--- config.mk ---
export PLATFORM = sky130hd
export DESIGN_NAME = timestamp_gap_interpolator_top
export DESIGN_NICKNAME = d
export VERILOG_FILES = /design/src/hdl/tgi_pkg.sv /design/src/hdl/tgi_div.sv /design/src/hdl/timestamp_gap_interpolator_top.sv
export SDC_FILE = /design/constraint.sdc
export NUM_CORES = 1
export LEC_CHECK = 0
export ABC_AREA = 1
export BUFFER_PORTS_ARGS = -buffer_cell sky130_fd_sc_hd__buf_2
export CAP_MARGIN = 30
export CORE_UTILIZATION = 35
export CTS_CLUSTER_DIAMETER = 80
export DETAILED_ROUTE_END_ITERATION = 12
export GPL_ROUTABILITY_DRIVEN = 0
export SYNTH_ARGS = -nofsm -noshare
export SYNTH_HDL_FRONTEND = slang
export SYNTH_SLANG_ARGS = --single-unit
--- constraint.sdc ---
create_clock -name clk -period 5.9 [get_ports clk]
set_clock_uncertainty 0.15 [all_clocks]
set_input_delay 0.885 -clock clk [delete_from_list [all_inputs] [get_ports clk]]
set_output_delay 0.885 -clock clk [all_outputs]
set_load 0.02 [all_outputs]
--- src/hdl/tgi_pkg.sv ---
package tgi_pkg;

  localparam int TIME_BITS  = 24;
  localparam int MAX_GAP    = 63;
  localparam int TDATA_BITS = ((TIME_BITS + 7) / 8) * 8;
  localparam int GAP_BITS   = $clog2(MAX_GAP + 1);
  localparam int DEN_BITS   = $clog2(MAX_GAP + 2);
  localparam int CNT_BITS   = DEN_BITS;
  localparam int REM_BITS   = DEN_BITS + 1;
  localparam int DVD_BITS   = TIME_BITS + 1;
  localparam int DCNT_BITS  = $clog2(DVD_BITS + 1);

  typedef struct packed {
    logic                done;
    logic [DVD_BITS-1:0] quo;
    logic [REM_BITS-1:0] rem;
  } div_res_t;

endpackage

--- src/hdl/tgi_div.sv ---
module tgi_div import tgi_pkg::*; (
  input  logic                clk,
  input  logic                rst,
  input  logic                start,
  input  logic [DVD_BITS-1:0] dividend,
  input  logic [REM_BITS-1:0] divisor,
  output div_res_t            res
);

  logic                 busy;
  logic                 done;
  logic [DCNT_BITS-1:0] cnt;
  logic [DVD_BITS-1:0]  quo;
  logic [REM_BITS-1:0]  rem;
  logic [REM_BITS-1:0]  dsor;
  logic [REM_BITS:0]    trial;
  logic                 ge;

  // restoring division, one quotient bit per cycle
  always_comb begin
    trial = {rem, quo[DVD_BITS-1]};
    ge    = trial >= {1'b0, dsor};
  end

  always_ff @(posedge clk) begin
    if (rst) begin
      busy <= 1'b0;
      done <= 1'b0;
    end else begin
      done <= 1'b0;
      if (start) begin
        busy <= 1'b1;
        cnt  <= '0;
        quo  <= dividend;
        rem  <= '0;
        dsor <= divisor;
      end else if (busy) begin
        quo <= {quo[DVD_BITS-2:0], ge};
        rem <= ge ? REM_BITS'(trial - {1'b0, dsor}) : trial[REM_BITS-1:0];
        cnt <= cnt + DCNT_BITS'(1);
        if (cnt == DCNT_BITS'(DVD_BITS - 1)) begin
          busy <= 1'b0;
          done <= 1'b1;
        end
      end
    end
  end

  assign res.done = done;
  assign res.quo  = quo;
  assign res.rem  = rem;

endmodule

--- src/hdl/timestamp_gap_interpolator_top.sv ---
// channel  dir  tdata            tuser                          tlast
// s_*      in   time_ms [23:0]   is_null                        last_item
// m_*      out  out_time_ms      interpolated, gap_overflow     run_last
//
// A null extends the run, no result, unless !seen, at_max or s_tlast.
// A value after n nulls: accept, serial divide of the TIME_BITS + 1 bit
// dividend, step load, then n + 1 results at one per cycle unless stalled.
// A value with no run, or a flushed run, goes straight to the results.
// rst is synchronous and clears the run state and m_tvalid.
// A stalled m_tready holds the result stage and s_tready stays low until
// the last result of the item has been loaded.
module timestamp_gap_interpolator_top import tgi_pkg::*; (
  input  logic                  clk,
  input  logic                  rst,
  input  logic                  s_tvalid,
  output logic                  s_tready,
  input  logic [TDATA_BITS-1:0] s_tdata,   // time_ms
  input  logic                  s_tuser,   // is_null
  input  logic                  s_tlast,
  output logic                  m_tvalid,
  input  logic                  m_tready,
  output logic [TDATA_BITS-1:0] m_tdata,   // out_time_ms
  output logic [1:0]            m_tuser,   // interpolated, gap_overflow
  output logic                  m_tlast
);

  typedef enum logic [1:0] {ST_IDLE, ST_DIV, ST_EMIT} state_t;

  state_t              state;
  logic [TIME_BITS-1:0] last_time;
  logic [GAP_BITS-1:0]  pending;
  logic                 seen;
  logic [TIME_BITS-1:0] new_time;
  logic                 fin;
  logic                 hold;
  logic                 ovf;
  logic                 neg;
  logic [CNT_BITS-1:0]  left;
  logic [REM_BITS-1:0]  msor;
  logic [TIME_BITS-1:0] step_q;
  logic [REM_BITS-1:0]  step_r;
  logic [TIME_BITS-1:0] acc;
  logic [REM_BITS-1:0]  r;
  logic [TIME_BITS-1:0] out_time;
  logic                 out_interp;
  logic                 out_ovf;
  logic                 out_last;

  logic [TIME_BITS-1:0] in_time;
  logic                 accept;
  logic                 in_neg;
  logic [TIME_BITS-1:0] mag;
  logic                 at_max;
  logic                 hold_case;
  logic [DEN_BITS-1:0]  den;
  logic                 div_start;
  div_res_t             div_res;
  logic [REM_BITS:0]    r_sum;
  logic                 carry;
  logic [REM_BITS-1:0]  r_next;
  logic [TIME_BITS-1:0] acc_next;
  logic                 out_free;
  logic                 emit_last;

  always_comb begin
    in_time   = s_tdata[TIME_BITS-1:0];
    accept    = s_tvalid && s_tready;
    in_neg    = in_time < last_time;
    mag       = in_neg ? last_time - in_time : in_time - last_time;
    at_max    = pending >= GAP_BITS'(MAX_GAP);
    hold_case = !seen || at_max || s_tlast;
    den       = DEN_BITS'(pending) + DEN_BITS'(1);
    div_start = accept && !s_tuser && (pending != '0);
    // k-th point: running quotient of (2|d|k + den - neg) / (2 den)
    r_sum     = {1'b0, r} + {1'b0, step_r};
    carry     = r_sum >= {1'b0, msor};
    r_next    = carry ? REM_BITS'(r_sum - {1'b0, msor}) : r_sum[REM_BITS-1:0];
    acc_next  = acc + (neg ? ~step_q : step_q) + TIME_BITS'(neg ^ carry);
    out_free  = !m_tvalid || m_tready;
    emit_last = hold ? (left == CNT_BITS'(1)) : (left == '0);
  end

  tgi_div u_div (
    .clk      (clk),
    .rst      (rst),
    .start    (div_start),
    .dividend ({mag, 1'b0}),
    .divisor  ({den, 1'b0}),
    .res      (div_res)
  );

  always_ff @(posedge clk) begin
    if (rst) begin
      state     <= ST_IDLE;
      m_tvalid  <= 1'b0;
      last_time <= '0;
      pending   <= '0;
      seen      <= 1'b0;
    end else begin
      if (m_tready && state != ST_EMIT) begin
        m_tvalid <= 1'b0;
      end
      case (state)
        ST_IDLE: begin
          if (accept) begin
            new_time <= in_time;
            fin      <= s_tlast;
            neg      <= in_neg;
            acc      <= last_time;
            r        <= REM_BITS'(den - DEN_BITS'(in_neg));
            msor     <= {den, 1'b0};
            ovf      <= s_tuser && seen && at_max;
            if (s_tuser) begin
              if (hold_case) begin
                hold  <= 1'b1;
                left  <= CNT_BITS'(den);
                state <= ST_EMIT;
              end else begin
                pending <= pending + GAP_BITS'(1);
              end
            end else begin
              hold  <= 1'b0;
              left  <= CNT_BITS'(pending);
              state <= (pending != '0) ? ST_DIV : ST_EMIT;
            end
          end
        end
        ST_DIV: begin
          if (div_res.done) begin
            step_q <= div_res.quo[TIME_BITS-1:0];
            step_r <= div_res.rem;
            state  <= ST_EMIT;
          end
        end
        ST_EMIT: begin
          if (out_free) begin
            m_tvalid <= 1'b1;
            out_last <= emit_last;
            if (left != '0) begin
              out_time   <= hold ? last_time : acc_next;
              out_interp <= 1'b1;
              out_ovf    <= ovf;
              left       <= left - CNT_BITS'(1);
              acc        <= acc_next;
              r          <= r_next;
            end else begin
              out_time   <= new_time;
              out_interp <= 1'b0;
              out_ovf    <= 1'b0;
            end
            if (emit_last) begin
              state   <= ST_IDLE;
              pending <= '0;
              if (fin) begin
                last_time <= '0;
                seen      <= 1'b0;
              end else if (!hold) begin
                last_time <= new_time;
                seen      <= 1'b1;
              end
            end
          end
        end
        default: begin
          state <= ST_IDLE;
        end
      endcase
    end
  end

  assign s_tready = (state == ST_IDLE);
  assign m_tdata  = TDATA_BITS'(out_time);
  assign m_tuser  = {out_ovf, out_interp};
  assign m_tlast  = out_last;

endmodule

==> results.json, run 1 <==
{
  "status": "finished, final reports clean",
  "synth_top_area_share_pct": 35.3,
  "core_area_um2": 42300,
  "drcViolationCount": 0,
  "slowest_stage": "fa_1",
  "fin_area_um2": 16800,
  "rsz0062_at_grt": "false",
  "dp_cells": 2577,
  "cpMostUsedCell": "nand2_1",
  "syn2layout_area_growth_pct": 10.8,
  "clockBufferDepth": 3,
  "final_util_pct": 39.6,
  "drv_slew": 0,
  "critPathMaxStageDelay_ps": 420,
  "top_layer": "met5",
  "hold_slack_ps": 294,
  "grt_usage_pct": 19.4,
  "drt_first_pass_iters": 5,
  "cp.buffers_inverters": 3,
  "final_nets": 2163,
  "drive_gt1_share_pct": 8.56,
  "yosysTopAreaCell": "edfxtp_1",
  "arrival_ps": 5250,
  "cp-startpoint": "step_r[0]",
  "cp.depth": 31,
  "dpl_cell_area_um2": 16000,
  "p_leak_nw": 7.76,
  "place_ws_ps": 762,
  "period_needed_ps": 5120,
  "synthTopCellsByArea": "edfxtp_1, nand2_1, ha_1",
  "ys_warn_count": 0,
  "yosysSeqAreaShare_pct": 40.1,
  "startpoint_type": "flop",
  "worst_slack_ps": 784,
  "synth_cell_types": 52,
  "antenna_found_initial": 2,
  "hold_path.class": "flop to flop",
  "cts_resized": 0,
  "grt_pass1_wl_mm": 66.6,
  "critPathTopFamily": "simple AND/OR/NAND/NOR gates",
  "syn_avg_cell_area_um2": 7.61,
  "synth_fp_nets": 2124,
  "clk_latency_ps": 530,
  "cts_made_buffers": 24,
  "setup_viol": 0,
  "cts_tree": "yes",
  "fmax_mhz": 195,
  "finalHoldViolations": 0,
  "reg2reg_to": "m_tdata[18]",
  "clk_pin_slew_ps": 60,
  "route.met3.wl_mm": 2.67,
  "critPathRequiredTime_ps": 6040,
  "fin_cells": 2621,
  "ant_nets": 0,
  "post_cts_buffers": 0,
  "critPathMaxFanout": 9,
  "path_class": "flop to flop",
  "m1WireLength_mm": 19.7,
  "viasPerCell": 4.88,
  "routed_wirelength_mm": 43.0,
  "start_util_pct": 35.7,
  "power_density_nw_per_um2": 347,
  "dieHeight_um": 210,
  "r2r_setup_slack_ps": 780,
  "total_power_mw": 5.82,
  "dp_hpwl_mm": 33.2,
  "io_pins": 59,
  "worstReg2RegStart": "step_r[0]",
  "period_share_pct": 86.7,
  "grt_max_degree": 42,
  "port_buffers": 58,
  "syn_area_um2": 15100,
  "endpoint_kind": "flop",
  "die_x_um": 210,
  "slew_headroom_pct": 35.7,
  "drv_cap": 0,
  "multiInputGateArea_um2": 7620,
  "insertedDiodeCount": 0,
  "overflow": 0,
  "grt_pass1_vias": 12300,
  "rows": 75,
  "clockRootBuffer": "clkbuf_16",
  "wire_per_inst_um": 16.4,
  "reg2reg_depth": 31,
  "num_vias": 12800,
  "hold_buffers": 0,
  "sequential_cell_area_um2": 6070,
  "wl_met2_mm": 19.6,
  "htreeDepth": 1,
  "drt_iter0_markers": 1041,
  "crit_path_end": "m_tdata[18]",
  "synth_seq_cells": 214,
  "tns_ps": 0,
  "cts.sinks": 214,
  "tightest_slew_ps": 960,
  "irDropWorstVdd_mv": 0.170,
  "postSynthCellCount": 1987,
  "die_area_um2": 44100,
  "fillers": 4288
}
==> Yosys cell counts (all sizes together) <==
library cell and number:
nand3 97, a21oi 126, a31oi 11, fa 7, edfxtp 178, dfxtp 36, nand3b 1, o21bai 5
o22ai 1, inv 297, o311ai 1, a21o 1, ha 100, clkbuf 21, nor4 2, nor2 130
o211ai 2, nand2 718, nor3 15, xor2 71, nand4 24, clkinv 5, o21ai 72, nor3b 2
or2 1, and2 2, a211oi 1, xnor2 17, o21a 7, buf 36
==> registers in the layout, indices dropped and copies added, names as in the netlist, 2 cells and up <==
name / cells
step_q: 24
step_r: 8
new_time: 24
u_div.quo: 25
last_time: 24
pending: 6
msor: 7
u_div.dsor: 7
state: 2
u_div.rem: 8
left: 7
acc: 24
m_tdata: 24
r: 8
u_div.cnt: 5
==> worst reg2reg max path, delay by kind of cell (launching register included) <==
family	cells	cell delay, ps
compound gates	3	470
flops	1	330
simple gates	19	1900
buf+inv	3	170
fa+ha+maj	5	1760
xor+xnor	1	110
==> cell usage in the layout (no fill, tap or decap), drive strengths merged, types with 5 or more instances in the layout <==
cell,count
o21a,7
buf,70
o21ai,72
edfxtp,178
nor3,15
inv,299
o21bai,5
clkbuf,36
nor2,130
clkinv,8
nand2,718
ha,100
xnor2,17
a31oi,11
dfxtp,36
nand4,24
a21oi,126
fa,7
nand3,97
xor2,71
==> cells by family (layout without fill, tap and decap cells) <==
group | count (synthesis) | after routing | synth area share, %
XOR/XNOR | 88 | 88 | 5.09
flip-flops | 214 | 214 | 40.1
AO/OA/AOI/OAI | 227 | 227 | 8.19
adder cells (fa/ha/maj) | 107 | 107 | 9.20
buffers and inverters | 359 | 416 | 9.85
AND/OR/NAND/NOR | 992 | 992 | 27.6
==> power breakdown <==
part | total [mW] | switching, mW | internal [mW]
Clock | 1.52 | 0.614 | 0.910
Combinational | 2.20 | 1.47 | 0.729
Sequential | 2.09 | 0.112 | 1.98
Total | 5.82 | 2.20 | 3.62
==> layer usage <==
layer | vias up | GRT usage [%]
met5 | - | 0
met3 | 70 | 2.39
met1 | 5906 | 26.5
met2 | 388 | 32.3
li1 | 6410 | -
met4 | 4 | 5.16
==> worst min path at each step <==
stage,start,endpoint,slack (ps),cells past startpoint
global placement,u_div.quo[1],step_q[1],290,0
detailed placement,u_div.quo[13],step_q[13],280,0
floorplan,u_div.quo[0],step_q[0],280,0
global route,u_div.quo[13],step_q[13],300,0
finish,u_div.quo[13],step_q[13],290,0
CTS,u_div.quo[13],step_q[13],290,0
==> cell type report <==
cell class	instances	area share, %
clock buffers	36	4.39
clock inverters	8	0.485
inverters	302	6.83
multi-input cells	1414	45.4
flip-flops and latches	214	36.2
well taps	577	4.31
repair buffers	70	2.39
No activity file was read; power rests on OpenSTA's default activity.
==> inputs of run 2 (changes only) <==
--- a/config.mk
+++ b/config.mk
@@ -10,4 +10,5 @@
 export CAP_MARGIN = 30
 export CORE_UTILIZATION = 35
+export CTS_BUF_LIST = sky130_fd_sc_hd__clkbuf_16
 export CTS_CLUSTER_DIAMETER = 80
 export DETAILED_ROUTE_END_ITERATION = 12
==> constraint.sdc (replaced) <==
create_clock -name clk -period 5.9 [get_ports clk]
set_clock_uncertainty 0.15 [all_clocks]
set_input_delay 1.18 -clock clk [delete_from_list [all_inputs] [get_ports clk]]
set_output_delay 1.18 -clock clk [all_outputs]
set_load 0.02 [all_outputs]
==> run 2 against run 1 <==
  * Cell area shrank 0.86%
  * First-iteration DRC count grew 7.7%
  * Sequential power is essentially flat
  * Non-clock buffer count decreased by 1
  * Cell count decreased by 0.15%
  * Utilization is 0.34 points lower
  * Sequential share of layout area up 0.31 points
  * Wire length barely moved
  * Critical path depth stayed put
  * Setup slack lost 74 ps
  * Largest power group unchanged
==> results.json, run 2 (synthesized netlist as in run 1, its figures left out) <==
{
  "antenna_found_initial": 2,
  "drt_iter0_markers": 1121,
  "fmax_mhz": 193,
  "tightest_slew_ps": 1010,
  "power_density_nw_per_um2": 338,
  "clk_latency_ps": 520,
  "cp.buffers_inverters": 3,
  "drv_cap": 0,
  "overflow": 0,
  "wire_per_inst_um": 16.4,
  "hold_path.class": "flop to flop",
  "critPathTopFamily": "simple AND/OR/NAND/NOR gates",
  "dieHeight_um": 210,
  "fin_cells": 2617,
  "tns_ps": 0,
  "port_buffers": 58,
  "cts_tree": "yes",
  "drv_slew": 0,
  "cts.sinks": 214,
  "cts_made_buffers": 23,
  "routed_wirelength_mm": 42.9,
  "syn2layout_area_growth_pct": 9.89,
  "slowest_stage": "fa_1",
  "p_leak_nw": 7.71,
  "setup_viol": 0,
  "viasPerCell": 4.93,
  "fillers": 4342,
  "sequential_cell_area_um2": 6070,
  "endpoint_kind": "flop",
  "rows": 75,
  "htreeDepth": 1,
  "drt_first_pass_iters": 6,
  "critPathMaxStageDelay_ps": 420,
  "status": "finished, final reports clean",
  "rsz0062_at_grt": "false",
  "multiInputGateArea_um2": 7620,
  "start_util_pct": 35.7,
  "grt_pass1_wl_mm": 67.3,
  "insertedDiodeCount": 0,
  "hold_buffers": 0,
  "critPathRequiredTime_ps": 6030,
  "die_x_um": 210,
  "cts_resized": 0,
  "slew_headroom_pct": 32.2,
  "startpoint_type": "flop",
  "arrival_ps": 5320,
  "drcViolationCount": 0,
  "period_needed_ps": 5190,
  "clk_pin_slew_ps": 60,
  "layout_common_cells": "nand2_1, inv_1, edfxtp_1",
  "dpl_cell_area_um2": 15900,
  "cpMostUsedCell": "nand2_1",
  "dp_hpwl_mm": 33.0,
  "post_cts_buffers": 0,
  "largest_register_ff_count": 25,
  "drive_gt1_share_pct": 7.99,
  "clockRootBuffer": "clkbuf_16",
  "clockBufferDepth": 3,
  "ant_nets": 0,
  "final_nets": 2161,
  "critPathMaxFanout": 9,
  "io_pins": 59,
  "num_vias": 12900,
  "grt_usage_pct": 19.5,
  "total_power_mw": 5.62,
  "period_share_pct": 88.0,
  "die_area_um2": 44100,
  "r2r_setup_slack_ps": 710,
  "fin_area_um2": 16600,
  "grt_pass1_vias": 12400,
  "final_common_cell": "nand2_1",
  "path_class": "flop to flop",
  "grt_max_degree": 42,
  "irDropWorstVdd_mv": 0.186,
  "finalHoldViolations": 0,
  "dp_cells": 2576,
  "regMostFlops": "u_div.quo",
  "core_area_um2": 42300
}
run 2: cell type report:
type,count,area share (%)
clock buffers,24,3.61
clock inverters,17,0.489
inverters,302,6.89
multi-input cells,1414,45.8
flip-flops and latches,214,36.5
well taps,577,4.34
repair buffers,69,2.36
run 2: layer usage:
metal  GRT usage, %  routed length, um  up-vias
met5              0                 21        -
met4           5.21                960        4
met3           2.50               2590       63
met2           32.0              19500      398
met1           27.1              19800     6016
li1               -                  -     6410
run 2: worst paths after layout:
path / to / start / cells after the start
min reg2reg: step_q[12] / u_div.quo[12] / 0
max: m_tdata[18] / r[0] / 31
min: step_q[12] / u_div.quo[12] / 0
max reg2reg: m_tdata[18] / r[0] / 31
run 2: through the flow:
| stage | hold slack [ps] | worst slack [ps] | utilization (%) |
|---|---|---|---|
| after CTS | 305 | 721 | 39.3 |
| after floorplan | 277 | 1060 | - |
| after global routing | 312 | 369 | 39.3 |
| after global placement | 286 | 877 | 37.6 |
| final | 302 | 710 | 39.3 |
| after detailed placement | 289 | 762 | 37.7 |
run 2: report_power, final:
group | switching, mW | total (mW) | internal [mW] | leakage (nW)
sequential | 0.112 | 2.09 | 1.98 | 1.94
clock | 0.598 | 1.33 | 0.735 | 0.351
combinational | 1.47 | 2.20 | 0.725 | 5.42
total | 2.18 | 5.62 | 3.44 | 7.71
==> inputs of run 3 (changes only) <==
Settings changed: CORE_UTILIZATION 35 to 29.
==> run 3 against run 2 <==
  * Flip-flop and latch count is the same
  * Critical path depth shrank 2
  * Power increased by 4.3%
==> results.json, run 3 (synthesized netlist as in run 1, its figures left out) <==
{
  "swShare_pct": 37.7,
  "insertedDiodeCount": 0,
  "dieHeight_um": 230,
  "drt_first_pass_iters": 5,
  "slew_headroom_pct": 34.2,
  "slowest_stage": "fa_1",
  "cts.sinks": 214,
  "hold_buffers": 0,
  "start_util_pct": 29.4,
  "setup_viol": 0,
  "layout_common_cells": "nand2_1, inv_1, edfxtp_1",
  "critPathMaxFanout": 9,
  "total_power_mw": 5.86,
  "regMostFlops": "u_div.quo",
  "clockBufferDepth": 3,
  "viasPerCell": 4.74,
  "ant_nets": 0,
  "tns_ps": 0,
  "drcViolationCount": 0,
  "pwr-share-seq_pct": 35.6,
  "drt_iter0_markers": 1158,
  "cts_tree": "yes",
  "cts_resized": 0,
  "p_leak_nw": 7.77,
  "syn2layout_area_growth_pct": 11.6,
  "clk_latency_ps": 530,
  "post_cts_buffers": 0,
  "finalHoldViolations": 0,
  "p_int_mw": 3.65,
  "grt_pass1_vias": 12500,
  "die_x_um": 230,
  "drv_slew": 0,
  "min_to": "step_q[16]",
  "clockRootBuffer": "clkbuf_16",
  "status": "finished, final reports clean",
  "rsz0062_at_grt": "false",
  "pwr-share-clk_pct": 26.9,
  "critPathRequiredTime_ps": 6040,
  "wire_per_inst_um": 15.8,
  "overflow": 0,
  "min_path_cells": 0,
  "drive_gt1_share_pct": 8.28,
  "critPathMaxStageDelay_ps": 430,
  "tightest_slew_ps": 985,
  "reg2reg_to": "m_tdata[18]",
  "irDropWorstVdd_mv": 0.138,
  "final_common_cell": "nand2_1",
  "fmax_mhz": 191,
  "period_share_pct": 88.5,
  "cts_made_buffers": 24,
  "grt_max_degree": 42,
  "clk_pin_slew_ps": 60,
  "cpMostUsedCell": "nand2_1",
  "arrival_ps": 5360,
  "core_area_um2": 51400,
  "reg2reg_depth": 29,
  "die_area_um2": 53100,
  "worstReg2RegStart": "step_r[0]",
  "hold_path.class": "flop to flop",
  "drv_cap": 0,
  "r2r_setup_slack_ps": 680,
  "startpoint_type": "flop",
  "port_buffers": 58,
  "period_needed_ps": 5220,
  "grt_pass1_wl_mm": 67.3,
  "num_vias": 12900,
  "hp-start": "u_div.quo[16]",
  "p_switching_mw": 2.21,
  "path_class": "flop to flop",
  "power_frac_comb_pct": 37.5,
  "io_pins": 59,
  "rows": 83,
  "endpoint_kind": "flop",
  "hold_slack_ps": 299,
  "routed_wirelength_mm": 43.0,
  "htreeDepth": 1,
  "dp_hpwl_mm": 33.5,
  "grt_usage_pct": 16.0,
  "largest_register_ff_count": 25,
  "power_density_nw_per_um2": 347,
  "antenna_found_initial": 2,
  "final_nets": 2161
}
## run 3: per-layer routing
layer,vias up,wire (um),global-route usage (%),part of all wire [%]
met3,64,2690,2.06,6.3
met2,419,20300,27.6,47
li1,6400,-,-,-
met1,6007,19000,20.9,44
met5,-,31,0,0.072
met4,4,903,4.18,2.1
## run 3: worst max path at each step
stage / from / slack, ps / to / cells after the start
2_1_floorplan: rst / 1060 / left[0] / 4
4_1_cts: step_r[0] / 690 / m_tdata[18] / 31
5_1_grt: step_r[0] / 160 / m_tdata[18] / 31
3_5_place_dp: step_r[0] / 710 / m_tdata[18] / 31
6_report: step_r[0] / 680 / m_tdata[18] / 29
3_3_place_gp: step_r[0] / 840 / m_tdata[18] / 31
## run 3: power groups by stage
stage	logic, mW	registers [mW]	clock network, mW
floorplan	1.59	2.12	0
global placement	2.14	2.12	0
detailed placement	2.18	2.12	0
CTS	2.19	2.09	1.60
global route	2.47	2.11	1.66
finish	2.20	2.09	1.57
## run 3: layout make-up
| type | count | area (um2) |
|---|---|---|
| Clock buffer | 27 | 676 |
| Timing Repair Buffer | 68 | 365 |
| Multi-Input combinational cell | 1414 | 7620 |
| Inverter | 302 | 1140 |
| Tap cell | 680 | 851 |
| Fill cell | 5377 | 34500 |
| Sequential cell | 214 | 6070 |
| Clock inverter | 17 | 165 |
## run 3: per-stage QoR
step	cells	setup slack [ps]	area [um2]	util (%)
after detailed placement	2678	707	16000	31.2
final	2722	676	16900	32.8
after floorplan	1987	1060	15100	-
after global placement	2678	839	16000	31.2
after global routing	2722	165	16900	32.8
after CTS	2722	686	16900	32.8
## run 3: critical path: cells and delay by family (launching register included)
family	cells	cell delay, ps
and+or+nand+nor	18	1890
DFF	1	330
buffers and inverters	2	110
AOI/OAI and AO/OA	3	640
adders and majority gates	5	1750
xor gates and xnor gates	1	120
